===== src/hdl/fmwq_pkg.sv =====
// ----------------------------------------------------------------------------
// fmwq_pkg
// Shared types and constants of the fit-matching wait queue: request codes,
// result status codes, the queued command word and the engine states.
// ----------------------------------------------------------------------------
`default_nettype none

package fmwq_pkg;

  // Default queue depth
  localparam int unsigned FMWQ_DEPTH_DEF = 16;

  // Field widths
  localparam int unsigned KEY_W    = 64;
  localparam int unsigned SIZE_W   = 8;
  localparam int unsigned STATUS_W = 3;
  localparam int unsigned ENTRY_W  = KEY_W + SIZE_W;

  // Result status codes
  localparam logic [STATUS_W-1:0] ST_INSERTED = 3'd0;
  localparam logic [STATUS_W-1:0] ST_FULL     = 3'd1;
  localparam logic [STATUS_W-1:0] ST_DUP      = 3'd2;
  localparam logic [STATUS_W-1:0] ST_EMPTY    = 3'd3;
  localparam logic [STATUS_W-1:0] ST_NOFIT    = 3'd4;
  localparam logic [STATUS_W-1:0] ST_ENTRY    = 3'd5;

  // Request kinds after decode
  typedef enum logic [1:0] {
    OP_INSERT = 2'd0,
    OP_ASSIGN = 2'd1,
    OP_LIST   = 2'd2,
    OP_SHOW   = 2'd3
  } op_t;

  // One decoded request, as it waits in the command queue
  typedef struct packed {
    op_t               op;
    logic [KEY_W-1:0]  key;
    logic [SIZE_W-1:0] size;
    logic [SIZE_W-1:0] cap;
  } cmd_t;

  // Engine states
  typedef enum logic [1:0] {
    ENG_IDLE  = 2'd0,
    ENG_SCAN  = 2'd1,
    ENG_FIN   = 2'd2,
    ENG_SHIFT = 2'd3
  } eng_state_t;

endpackage

`default_nettype wire


===== src/hdl/fit_matching_wait_queue.sv =====
// ----------------------------------------------------------------------------
// fit_matching_wait_queue
// Ordered wait queue of keyed, sized requests with insert, oldest-fit or
// best-fit assign, list and show. A front stage decodes requests into a
// two-deep command queue; the engine executes them against an entry RAM.
// ----------------------------------------------------------------------------
// Operation: a request scans its N queued entries (one RAM read per entry,
//   pipelined); after an assign removes position P, each later entry moves
//   down by one to close the gap. Full and empty cases skip the scan.
// Throughput: one request at a time in the engine; the command queue takes
//   up to two more while it works. Results leave at one per cycle at best.
// Reset: synchronous, active low; empties the queue and sets oldest-fit mode.
//   No clearing pass; entries are read only below the fill count.
`default_nettype none

module fit_matching_wait_queue
  import fmwq_pkg::*;
#(
  parameter int unsigned QUEUE_DEPTH = FMWQ_DEPTH_DEF
) (
  input  wire logic                clk,
  input  wire logic                rst_n,
  input  wire logic                cfg_valid,
  output logic                     cfg_ready,
  input  wire logic                cfg_fit_mode,
  input  wire logic                in_valid,
  output logic                     in_ready,
  input  wire logic [1:0]          in_req_type,
  input  wire logic [KEY_W-1:0]    in_party_key,
  input  wire logic [SIZE_W-1:0]   in_party_size,
  input  wire logic [SIZE_W-1:0]   in_capacity,
  output logic                     out_valid,
  input  wire logic                out_ready,
  output logic [STATUS_W-1:0]      out_status,
  output logic [KEY_W-1:0]         out_key,
  output logic [SIZE_W-1:0]        out_size,
  output logic                     out_last
);

  localparam int unsigned CW = $clog2(QUEUE_DEPTH + 1);

  logic          fit_mode_r;
  logic          cmd_valid;
  cmd_t          cmd;
  logic          cmd_pop;
  logic [CW-1:0] q_count;

  // Mode register
  assign cfg_ready = 1'b1;

  always_ff @(posedge clk) begin
    if (!rst_n) begin
      fit_mode_r <= 1'b0;
    end else if (cfg_valid && cfg_ready) begin
      fit_mode_r <= cfg_fit_mode;
    end
  end

  fmwq_front u_front (
    .clk           (clk),
    .rst_n         (rst_n),
    .in_valid      (in_valid),
    .in_ready      (in_ready),
    .in_req_type   (in_req_type),
    .in_party_key  (in_party_key),
    .in_party_size (in_party_size),
    .in_capacity   (in_capacity),
    .cmd_valid     (cmd_valid),
    .cmd           (cmd),
    .cmd_pop       (cmd_pop)
  );

  fmwq_engine #(
    .QUEUE_DEPTH (QUEUE_DEPTH)
  ) u_engine (
    .clk        (clk),
    .rst_n      (rst_n),
    .fit_mode   (fit_mode_r),
    .cmd_valid  (cmd_valid),
    .cmd        (cmd),
    .cmd_pop    (cmd_pop),
    .q_count    (q_count),
    .out_valid  (out_valid),
    .out_ready  (out_ready),
    .out_status (out_status),
    .out_key    (out_key),
    .out_size   (out_size),
    .out_last   (out_last)
  );

  // Fill count never passes the depth
  a_count_bound: assert property (@(posedge clk) disable iff (!rst_n)
    {1'b0, q_count} <= (CW+1)'(QUEUE_DEPTH))
    else $error("queue count above depth");

  // Fill count moves by at most one per cycle
  a_count_step: assert property (@(posedge clk) disable iff (!rst_n)
    ({1'b0, q_count} == {1'b0, $past(q_count)}) ||
    ({1'b0, q_count} == {1'b0, $past(q_count)} + (CW+1)'(1)) ||
    ({1'b0, q_count} + (CW+1)'(1) == {1'b0, $past(q_count)}))
    else $error("queue count jumped");

  // Only entry reports continue a run
  a_run_status: assert property (@(posedge clk) disable iff (!rst_n)
    (out_valid && !out_last) |-> (out_status == ST_ENTRY))
    else $error("non-final result is not an entry report");

  // Result status stays within defined codes
  a_status_code: assert property (@(posedge clk) disable iff (!rst_n)
    out_valid |-> (out_status <= ST_ENTRY))
    else $error("undefined result status");

endmodule

`default_nettype wire


===== src/hdl/fmwq_ram.sv =====
// ----------------------------------------------------------------------------
// fmwq_ram
// Generic single-write, single-read RAM with registered read data. Read data
// holds while no read is issued.
// ----------------------------------------------------------------------------
`default_nettype none

module fmwq_ram #(
  parameter int unsigned WIDTH = 8,
  parameter int unsigned DEPTH = 16
) (
  input  wire logic                                      clk,
  input  wire logic                                      wr_en,
  input  wire logic [((DEPTH > 1) ? $clog2(DEPTH) : 1)-1:0] wr_addr,
  input  wire logic [WIDTH-1:0]                          wr_data,
  input  wire logic                                      rd_en,
  input  wire logic [((DEPTH > 1) ? $clog2(DEPTH) : 1)-1:0] rd_addr,
  output logic      [WIDTH-1:0]                          rd_data
);

  logic [WIDTH-1:0] mem_r [DEPTH];
  logic [WIDTH-1:0] rd_data_r;

  // Write port
  always_ff @(posedge clk) begin
    if (wr_en) begin
      mem_r[wr_addr] <= wr_data;
    end
  end

  // Registered read port
  always_ff @(posedge clk) begin
    if (rd_en) begin
      rd_data_r <= mem_r[rd_addr];
    end
  end

  assign rd_data = rd_data_r;

endmodule

`default_nettype wire


===== src/hdl/fmwq_front.sv =====
// ----------------------------------------------------------------------------
// fmwq_front
// Input side: accept request beats, decode the request kind and hold up to
// two decoded commands for the engine.
// ----------------------------------------------------------------------------
`default_nettype none

module fmwq_front
  import fmwq_pkg::*;
(
  input  wire logic              clk,
  input  wire logic              rst_n,
  input  wire logic              in_valid,
  output logic                   in_ready,
  input  wire logic [1:0]        in_req_type,
  input  wire logic [KEY_W-1:0]  in_party_key,
  input  wire logic [SIZE_W-1:0] in_party_size,
  input  wire logic [SIZE_W-1:0] in_capacity,
  output logic                   cmd_valid,
  output cmd_t                   cmd,
  input  wire logic              cmd_pop
);

  cmd_t       q_r [2];
  logic       wp_r;
  logic       rp_r;
  logic [1:0] fill_r;
  cmd_t       dec;
  logic       push;
  logic       pop;

  // Decode the request kind
  always_comb begin
    dec.key  = in_party_key;
    dec.size = in_party_size;
    dec.cap  = in_capacity;
    unique case (in_req_type)
      2'd0:    dec.op = OP_INSERT;
      2'd1:    dec.op = OP_ASSIGN;
      2'd2:    dec.op = OP_LIST;
      default: dec.op = OP_SHOW;
    endcase
  end

  assign in_ready  = (fill_r != 2'd2);
  assign push      = in_valid && in_ready;
  assign cmd_valid = (fill_r != 2'd0);
  assign pop       = cmd_pop && cmd_valid;
  assign cmd       = q_r[rp_r];

  // Store the command
  always_ff @(posedge clk) begin
    if (push) begin
      q_r[wp_r] <= dec;
    end
  end

  // Advance pointers and fill level
  always_ff @(posedge clk) begin
    if (!rst_n) begin
      wp_r   <= 1'b0;
      rp_r   <= 1'b0;
      fill_r <= 2'd0;
    end else begin
      if (push) begin
        wp_r <= ~wp_r;
      end
      if (pop) begin
        rp_r <= ~rp_r;
      end
      if (push && !pop) begin
        fill_r <= fill_r + 2'd1;
      end else if (pop && !push) begin
        fill_r <= fill_r - 2'd1;
      end
    end
  end

endmodule

`default_nettype wire


===== src/hdl/fmwq_engine.sv =====
// ----------------------------------------------------------------------------
// fmwq_engine
// Back side: run one command at a time against the entry RAM. Scan entries
// with a pipelined read, report or pick entries, append on insert, close up
// the gap after a removal, and drive the result register.
// ----------------------------------------------------------------------------
`default_nettype none

module fmwq_engine
  import fmwq_pkg::*;
#(
  parameter int unsigned QUEUE_DEPTH = FMWQ_DEPTH_DEF
) (
  input  wire logic                              clk,
  input  wire logic                              rst_n,
  input  wire logic                              fit_mode,
  input  wire logic                              cmd_valid,
  input  wire cmd_t                              cmd,
  output logic                                   cmd_pop,
  output logic [$clog2(QUEUE_DEPTH+1)-1:0]       q_count,
  output logic                                   out_valid,
  input  wire logic                              out_ready,
  output logic [STATUS_W-1:0]                    out_status,
  output logic [KEY_W-1:0]                       out_key,
  output logic [SIZE_W-1:0]                      out_size,
  output logic                                   out_last
);

  localparam int unsigned AW = (QUEUE_DEPTH > 1) ? $clog2(QUEUE_DEPTH) : 1;
  localparam int unsigned CW = $clog2(QUEUE_DEPTH + 1);
  localparam logic [CW-1:0] DEPTH_C = CW'(QUEUE_DEPTH);
  localparam logic [CW-1:0] ONE_C   = CW'(1);

  eng_state_t state_r, state_nxt;

  cmd_t              cmd_r;
  logic [CW-1:0]     cnt_r;
  logic [CW-1:0]     iss_r;
  logic              rdv_r;
  logic [CW-1:0]     rpos_r;
  logic              dup_r;
  logic              found_r;
  logic [KEY_W-1:0]  best_key_r;
  logic [SIZE_W-1:0] best_size_r;
  logic [CW-1:0]     best_pos_r;
  logic              pend_v_r;
  logic [KEY_W-1:0]  pend_key_r;
  logic [SIZE_W-1:0] pend_size_r;

  logic                out_valid_r;
  logic [STATUS_W-1:0] out_status_r;
  logic [KEY_W-1:0]    out_key_r;
  logic [SIZE_W-1:0]   out_size_r;
  logic                out_last_r;

  logic [ENTRY_W-1:0] rd_data;
  logic [KEY_W-1:0]   rd_key;
  logic [SIZE_W-1:0]  rd_size;
  logic               rd_en;
  logic               wr_en;
  logic [AW-1:0]      wr_addr;
  logic [ENTRY_W-1:0] wr_data;
  logic [CW-1:0]      shift_dst;

  logic                out_free;
  logic                fits;
  logic                scan_sel;
  logic                hold;
  logic                proc;
  logic                scan_done;
  logic                shift_done;
  logic                cmd_full;
  logic                cmd_empty;
  logic                cur_full;
  logic                cur_empty;
  logic                emit_en;
  logic [STATUS_W-1:0] emit_status;
  logic [KEY_W-1:0]    emit_key;
  logic [SIZE_W-1:0]   emit_size;
  logic                emit_last;
  logic                ins_commit;

  // Entry storage: key over size
  fmwq_ram #(
    .WIDTH (ENTRY_W),
    .DEPTH (QUEUE_DEPTH)
  ) u_ram (
    .clk     (clk),
    .wr_en   (wr_en),
    .wr_addr (wr_addr),
    .wr_data (wr_data),
    .rd_en   (rd_en),
    .rd_addr (iss_r[AW-1:0]),
    .rd_data (rd_data)
  );

  assign rd_key    = rd_data[ENTRY_W-1:SIZE_W];
  assign rd_size   = rd_data[SIZE_W-1:0];
  assign shift_dst = rpos_r - ONE_C;

  // Entry classification
  assign out_free  = !out_valid_r || out_ready;
  assign fits      = (rd_size <= cmd_r.cap);
  assign scan_sel  = (cmd_r.op == OP_LIST) || ((cmd_r.op == OP_SHOW) && fits);
  assign cmd_full  = (cmd.op == OP_INSERT) && (cnt_r == DEPTH_C);
  assign cmd_empty = (cmd.op != OP_INSERT) && (cnt_r == '0);
  assign cur_full  = (cmd_r.op == OP_INSERT) && (cnt_r == DEPTH_C);
  assign cur_empty = (cmd_r.op != OP_INSERT) && (cnt_r == '0);

  // Scan pipeline control: stall while a held report cannot leave
  assign hold = (state_r == ENG_SCAN) && rdv_r && scan_sel && pend_v_r && !out_free;
  assign proc = (state_r == ENG_SCAN) && rdv_r && !hold;
  assign rd_en = ((state_r == ENG_SCAN) || (state_r == ENG_SHIFT)) &&
                 (iss_r < cnt_r) && !hold;
  assign scan_done  = (state_r == ENG_SCAN) && !rdv_r && (iss_r == cnt_r);
  assign shift_done = (state_r == ENG_SHIFT) && !rdv_r && (iss_r == cnt_r);
  assign cmd_pop    = (state_r == ENG_IDLE) && cmd_valid;

  // Next state
  always_comb begin
    state_nxt = state_r;
    unique case (state_r)
      ENG_IDLE: begin
        if (cmd_valid) begin
          state_nxt = (cmd_full || cmd_empty) ? ENG_FIN : ENG_SCAN;
        end
      end
      ENG_SCAN: begin
        if (scan_done) begin
          state_nxt = ENG_FIN;
        end
      end
      ENG_FIN: begin
        if (out_free) begin
          state_nxt = (cmd_r.op == OP_ASSIGN && !cur_empty && found_r) ? ENG_SHIFT
                                                                       : ENG_IDLE;
        end
      end
      ENG_SHIFT: begin
        if (shift_done) begin
          state_nxt = ENG_IDLE;
        end
      end
      default: state_nxt = ENG_IDLE;
    endcase
  end

  // Outputs per state: results and RAM writes
  always_comb begin
    emit_en     = 1'b0;
    emit_status = ST_ENTRY;
    emit_key    = pend_key_r;
    emit_size   = pend_size_r;
    emit_last   = 1'b1;
    ins_commit  = 1'b0;
    wr_en       = 1'b0;
    wr_addr     = shift_dst[AW-1:0];
    wr_data     = rd_data;
    unique case (state_r)
      ENG_SCAN: begin
        // Release the previous report once a later one is known
        if (proc && scan_sel && pend_v_r) begin
          emit_en   = 1'b1;
          emit_last = 1'b0;
        end
      end
      ENG_FIN: begin
        emit_en = out_free;
        if (cmd_r.op == OP_INSERT) begin
          emit_key  = cmd_r.key;
          emit_size = cmd_r.size;
          if (cur_full) begin
            emit_status = ST_FULL;
          end else if (dup_r) begin
            emit_status = ST_DUP;
          end else begin
            emit_status = ST_INSERTED;
            ins_commit  = out_free;
            wr_en       = out_free;
            wr_addr     = cnt_r[AW-1:0];
            wr_data     = {cmd_r.key, cmd_r.size};
          end
        end else if (cur_empty) begin
          emit_status = ST_EMPTY;
          emit_key    = '0;
          emit_size   = '0;
        end else if (cmd_r.op == OP_ASSIGN) begin
          if (found_r) begin
            emit_key  = best_key_r;
            emit_size = best_size_r;
          end else begin
            emit_status = ST_NOFIT;
            emit_key    = '0;
            emit_size   = '0;
          end
        end else if (!pend_v_r) begin
          emit_status = ST_NOFIT;
          emit_key    = '0;
          emit_size   = '0;
        end
      end
      ENG_SHIFT: begin
        // Move each later entry down by one
        wr_en = rdv_r;
      end
      default: begin
      end
    endcase
  end

  // Control registers
  always_ff @(posedge clk) begin
    if (!rst_n) begin
      state_r <= ENG_IDLE;
      cnt_r   <= '0;
      rdv_r   <= 1'b0;
    end else begin
      state_r <= state_nxt;
      if (!hold) begin
        rdv_r <= rd_en;
      end
      if (ins_commit) begin
        cnt_r <= cnt_r + ONE_C;
      end else if (shift_done) begin
        cnt_r <= cnt_r - ONE_C;
      end
    end
  end

  // Datapath registers
  always_ff @(posedge clk) begin
    if (cmd_pop) begin
      cmd_r    <= cmd;
      iss_r    <= '0;
      dup_r    <= 1'b0;
      found_r  <= 1'b0;
      pend_v_r <= 1'b0;
    end else begin
      if (rd_en) begin
        iss_r  <= iss_r + ONE_C;
        rpos_r <= iss_r;
      end
      if (state_r == ENG_FIN && out_free && cmd_r.op == OP_ASSIGN) begin
        iss_r <= best_pos_r + ONE_C;
      end
      if (proc) begin
        unique case (cmd_r.op)
          OP_INSERT: begin
            if (rd_key == cmd_r.key) begin
              dup_r <= 1'b1;
            end
          end
          OP_ASSIGN: begin
            if (fits && (!found_r || (fit_mode && rd_size > best_size_r))) begin
              found_r     <= 1'b1;
              best_key_r  <= rd_key;
              best_size_r <= rd_size;
              best_pos_r  <= rpos_r;
            end
          end
          default: begin
            if (scan_sel) begin
              pend_v_r    <= 1'b1;
              pend_key_r  <= rd_key;
              pend_size_r <= rd_size;
            end
          end
        endcase
      end
    end
  end

  // Result register
  always_ff @(posedge clk) begin
    if (!rst_n) begin
      out_valid_r <= 1'b0;
    end else if (emit_en) begin
      out_valid_r <= 1'b1;
    end else if (out_ready) begin
      out_valid_r <= 1'b0;
    end
  end

  always_ff @(posedge clk) begin
    if (emit_en) begin
      out_status_r <= emit_status;
      out_key_r    <= emit_key;
      out_size_r   <= emit_size;
      out_last_r   <= emit_last;
    end
  end

  assign out_valid  = out_valid_r;
  assign out_status = out_status_r;
  assign out_key    = out_key_r;
  assign out_size   = out_size_r;
  assign out_last   = out_last_r;
  assign q_count    = cnt_r;

endmodule

`default_nettype wire

===== config.mk =====
export PLATFORM = sky130hd
export DESIGN_NAME = fit_matching_wait_queue
export DESIGN_NICKNAME = d
export VERILOG_FILES = /design/src/hdl/fmwq_pkg.sv /design/src/hdl/fit_matching_wait_queue.sv /design/src/hdl/fmwq_ram.sv /design/src/hdl/fmwq_front.sv /design/src/hdl/fmwq_engine.sv
export SDC_FILE = /design/constraint.sdc
export NUM_CORES = 2
export LEC_CHECK = 0
export BUFFER_PORTS_ARGS = -buffer_cell sky130_fd_sc_hd__buf_4
export CORE_MARGIN = 5
export CORE_UTILIZATION = 30
export CTS_BUF_LIST = sky130_fd_sc_hd__clkbuf_8
export DETAILED_ROUTE_END_ITERATION = 8
export PLACE_DENSITY_LB_ADDON = 0.25
export SLEW_MARGIN = 30
export SYNTH_ARGS = -nofsm -noshare
export SYNTH_HDL_FRONTEND = slang
export SYNTH_HIERARCHICAL = 1
export SYNTH_SLANG_ARGS = --single-unit

===== constraint.sdc =====
create_clock -name clk -period 25.8 [get_ports clk]
set_input_delay 5.16 -clock clk [delete_from_list [all_inputs] [get_ports clk]]
set_output_delay 5.16 -clock clk [all_outputs]
set_load 0.02 [all_outputs]

Word-level counts from Yosys, hierarchy flattened
Memory sizes are Yosys's and may differ from the RTL's. A register that Yosys moved wholly into a read port is not among the register bits.
Cells that the tools add are included.
Operators by class
  add/sub/neg operators: 7
  $mul: 0
  div/mod/pow operators: 0
  $lt $le $gt $ge: 3
  eq/ne operators: 16
  shift operators: 0
  mux-type cells: 57
  bitwise logic cells: 4
  reduce and logical (&&, ||, !) cells: 62
Operators by type and width (count)
  $mux W64: 6
  $mux W72: 4
  $eq A64 B64 Y1: 1
  $mux W8: 6
  $logic_and A1 B1 Y1: 29
  $mux W5: 4
  $mux W2: 9
  $mux W1: 16
  $mux W4: 4
  $add A5 B1 Y5 const B: 3
  $reduce_bool A2 Y1: 7
  $mux W3: 4
  $reduce_and A4 Y1: 3
  $eq A2 B2 Y1 const B: 5
  $reduce_and A3 Y1: 3
  $gt A8 B8 Y1: 1
  $le A8 B8 Y1: 1
  $logic_not A1 Y1: 8
  $logic_not A2 Y1: 4
  $ne A2 B1 Y1 const B: 4
  $pmux W2 S4: 1
  $eq A2 B1 Y1 const B: 3
  $pmux W2 S3: 1
  $eq A5 B5 Y1: 1
  13 further kinds: 21
Word-level totals
  register bits after elaboration: 334
  bits in latches: 0
  memory bits (writable): 1316
  memory bits (read-only): 0
  input bits: 88
  output and inout port bits: 79
  word-level logic and storage cells: 177
  memories: 2
Memories
  u_engine.u_ram.mem_r: words 16, width 72, rd ports 1, clocked after memory_dff 1, write ports 1, RTL line fmwq_ram.sv:21  | logic [WIDTH-1:0] mem_r [DEPTH];
  u_front.q_r: words 2, width 82, rd ports 1, clocked after memory_dff 1, write ports 1, RTL line fmwq_front.sv:24  | cmd_t q_r [2];

Logic depth before layout (Yosys ltp)
  depth after elaboration: 13
  mapped depth: 12

By module
Netlist, hierarchy kept.
Modules (own cells, without submodules)
  fmwq_ram: times used 1, cells an instance 1850, area an instance 45270.9 um^2, seq. area each 36755.3 um^2
  fmwq_engine: times used 1, cells an instance 1167, area an instance 14864.3 um^2, seq. area each 9709.3 um^2
  fmwq_front: times used 1, cells an instance 281, area an instance 6163.4 um^2, seq. area each 5024.8 um^2
  fit_matching_wait_queue: times used 1, cells an instance 5, area an instance 47.5 um^2, seq. area each 20.0 um^2

Worst setup path after synthesis
OpenSTA, ideal clock, no wires.
  path kind: in2reg
  start point: in out_ready
  end point: mem u_engine/u_ram/mem_r[0][0] (netlist bit) (enable)
  setup time: 590 ps
  arrival time: 11045 ps
  required time: 25210 ps
  setup slack: 14165 ps
  cell stages on the path: 6
  path through: nor2b_1 > nor2_1 > inv_1 > nand2_1 > or3b_2 > nor3_1
On the way
  longest elaborated chain between the ends: 7
Ends and longest elaborated chain
  start: declaration: RTL line fit_matching_wait_queue.sv:33  | input wire logic out_ready,
  $logic_or A1 B1 Y1: RTL line fmwq_engine.sv:102  | assign out_free = !out_valid_r || out_ready;
  $mux W1: RTL line fmwq_engine.sv:174  | end else if (dup_r) begin
  $mux W1: RTL line fmwq_engine.sv:172  | if (cur_full) begin
  $mux W1: RTL line fmwq_engine.sv:169  | if (cmd_r.op == OP_INSERT) begin
  $pmux W1 S2: RTL line fmwq_engine.sv:159  | unique case (state_r)
  named net u_engine.wr_en: RTL line fmwq_engine.sv:60  | logic wr_en;
  $mux W1: RTL line fmwq_ram.sv:26  | if (wr_en) begin
  $mux W1 (not written as such): RTL line fmwq_ram.sv:27  | mem_r[wr_addr] <= wr_data;
  end: declaration: RTL line fmwq_ram.sv:21
The timed path passes the listed nets, and every way through them passes these cells.

Worst setup path in the final report
  start point: in out_ready
  end point: mem u_engine/u_ram/mem_r[7][60] (netlist bit) (enable)
The elaborated chain is that of the path after synthesis.

==> qor.yml <==
outcome:
  status: "complete, no violations"
cells_and_area:
  instances_no_fill: 6863
  layout-drive-gt1-share: 0.2785
  final_common_cell: "edfxtp_1"
  final_nets: 3814
  fill_cells: 20777
  area_growth_pct: 15.89
  most-common-layout-cells: "edfxtp_1, clkbuf_8, mux4_2"
die:
  coreArea_mm2: 0.2199
  die_h_um: 480.3
  start_util: 0.3017
  num_io_pins: 167
  die_area_mm2: 0.2307
  row_count: 172
  die_w_um: 480.3
hold_path:
  hold_depth: 0
  holdCritPathClass: "reg -> reg"
  hold_start: "u_engine/rpos_r[4]$_DFFE_PP_"
critical_path:
  worstSetupEndpointType: "flip-flop"
  worstSetupPathType: "in -> reg"
  startpoint_type: "primary input"
  rr_startpoint: "u_engine/q_count[0]$_SDFFE_PN0P_"
  reg2reg_depth: 8
  startpoint: "out_ready"
  path_max_fanout: 49
  crit_required_ns: 26.37
  cp_data_arrival_time_ns: 8.07
synth:
  ys_async_sr_fraction: 0
  syn-num-nets: 3424
  syn-cell-area_mm2: 0.06635
  synth_cell_type_count: 63
  synth_top_family_by_area: "multiplexers"
  ys.warnings.count: 6
  synthXorXnorAreaFrac: 0.007525
  synth-compound-area-share: 0.04430
  synth_top_area_share: 0.7694
  synth_adder_area_share: 0.006337
  synth_ff_type: "edfxtp_1"
  synth_top_area_cell: "edfxtp_1"
  synth-simple-area-share: 0.02625
  ys_ff_latch: 1723
  synthCells: 3303
  seq_area_frac_synth: 0.7764
  syn-mean-instance-area_um2: 20.09
  ys_top_cells_by_area: "edfxtp_1, mux4_2, mux2_2"
  synth_edf_count: 1700
  synth.area.mux_share: 0.1234
route:
  ant_nets: 0
  wl_per_cell_um: 26.40
  postRouteWirelength_mm: 181.2
  viasPerCell: 4.912
  num_vias: 33710
  drtPass1Iterations: 7
  drc: 0
  drt-initial-drc-count: 3294
timing:
  rsz0062_at_grt: "no"
  fmaxAchievable_mhz: 133.4
  clock_skew_ns: 0.06758
  slew_headroom: 0.2943
  slew_viol_final: 0
  tns_ns: 0
  period_share: 0.2906
  hold_viol: 0
  fin_crit_ns: 7.498
  worst_pin_slew_ns: 1.051
  finalSetupViolations: 0
power:
  p_int_uw: 5196
  p_seq_frac: 0.474
  irDropWorstVdd_v: 0.00005561
  p_sw_frac: 0.3056
  finalPower_uw: 7483
  power_frac_comb: 0.215
  pwr-share-clk: 0.310
  powerDensity_mw_per_mm2: 97.32
  p_switching_uw: 2287
  power.leakage_uw: 0.02436
placed_design:
  gp_congestion: 0.7900
  port_buffers: 165
  dpl.cell_count: 6334
  dpl.hpwl_mm: 107.4
grt:
  grt_pass1_vias: 34944
  grt_max_degree: 129
  grt_usage: 0.1547
  grt_overflow: 0
  grt_pass1_wl_mm: 257.7
  antenna_found_initial: 17
clock_network:
  cts_tree: "built"
  cts_resized: 0
  cts.sinks: 1723
  clkLatencyLatePin_ns: 1.03
  cts.path.max_buffers: 4
  cts_hold_buf: 0
  cts_made_buffers: 314
  cts.root.buffer_cell: "clkbuf_8"
  clk_pin_slew_ns: 0.06
  h-tree-depth: 5
  cts_setup_buffers: 0
run:
  max_cap_viol_count: 0
metal layers:
layer  vias to the layer above  wire [um]  GRT usage
met4                         2       4635    0.04438
met2                      1266      84460     0.2430
met3                       293      12250    0.03367
li1                      14306          -          -
met5                         -         13          0
met1                     17843      79800     0.2169
layout make-up:
type	instances	area, um2	share of cell area
Inverter	45	173.9	0.002262
Antenna cell	6	15.01	0.0001953
Clock buffer	320	4404	0.05728
Tap cell	2958	3701	0.04814
Multi-Input combinational cell	1369	14040	0.1826
Sequential cell	1723	51520	0.6701
Clock inverter	202	1057	0.01375
Timing Repair Buffer	240	1972	0.02565
worst max-delay path, cell delays in order:
cell	delay (ns)
buf_4	0.08
nor2b_1	0.09
nor2_1	0.25
inv_1	0.19
nand2_1	0.21
nand3b_1	0.33
nor2_4	0.83
buf_4	0.85
registers in the layout (all words and copies together) (netlist names), 8 cells and up, named ones only:
signal / flops
u_engine/best_key_r: 64
u_front/q_r: 164
u_engine/u_ram/mem_r: 1152
u_engine/pend_size_r: 8
u_engine/out_size: 8
u_engine/u_ram/rd_data: 72
u_engine/out_key: 64
u_engine/pend_key_r: 64
u_engine/best_size_r: 8
u_engine/cmd_r: 82
synthesized netlist by cell type (all sizes together), types with 3 or more instances:
| library cell | instances |
|---|---|
| and2 | 11 |
| o2111ai | 4 |
| o211ai | 3 |
| a221oi | 3 |
| nand4 | 13 |
| nand3b | 3 |
| mux2i | 7 |
| nand2b | 16 |
| or4 | 3 |
| inv | 44 |
| a2111o | 3 |
| nand3 | 11 |
| and3 | 5 |
| clkbuf | 93 |
| nand2 | 107 |
| ha | 32 |
| nor4 | 10 |
| buf | 73 |
| xor2 | 25 |
| nor3 | 9 |
| dfxtp | 23 |
| o22ai | 4 |
| a21o | 4 |
| o21a | 3 |
| a31oi | 5 |
| mux4 | 288 |
| nor2 | 171 |
| a21boi | 3 |
| a22oi | 216 |
| xnor2 | 32 |
| o21ai | 28 |
| nor2b | 21 |
| nor3b | 3 |
| mux2 | 145 |
| edfxtp | 1700 |
| a21oi | 160 |
per-stage QoR:
step                  util  setup WS, ns  instance area [um2]  hold WS [ns]
detailed placement  0.3244         17.26                71350        0.4072
floorplan                -         14.16                66350        0.4003
finish              0.3496         18.30                76890        0.4216
CTS                 0.3493         18.33                76810        0.4209
global placement    0.3236         17.12                71170        0.4091
global route        0.3495         18.23                76880        0.4474
final timing paths:
kind                                                              end  slack, ns
worst max-delay path            u_engine/u_ram/mem_r[7][60]$_DFFE_PP_      18.30
worst min-delay path                 u_engine/best_pos_r[4]$_DFFE_PP_       0.42
worst max register to register  u_engine/u_ram/mem_r[7][60]$_DFFE_PP_      20.50
worst min register to register       u_engine/best_pos_r[4]$_DFFE_PP_       0.42
kinds of logic (layout without fill, tap and decap cells):
kind of cell               after synthesis  count (layout)
and+or+nand+nor                        389             389
buffers and inverters                  211             807
other                                    1               7
muxes                                  440             440
AOI/OAI and AO/OA                      449             449
adders and majority gates               33              33
DFF                                   1723            1723
xor gates and xnor gates                57              57
power by group through the flow:
stage	logic, uW	registers [uW]	clock network (uW)
floorplan	1070	3510	0
global placement	1630	3610	0
detailed placement	1630	3610	0
CTS	1640	3550	2400
global route	1740	3560	2540
finish	1610	3550	2320
Note: power is estimated with default switching activity, not from simulation.
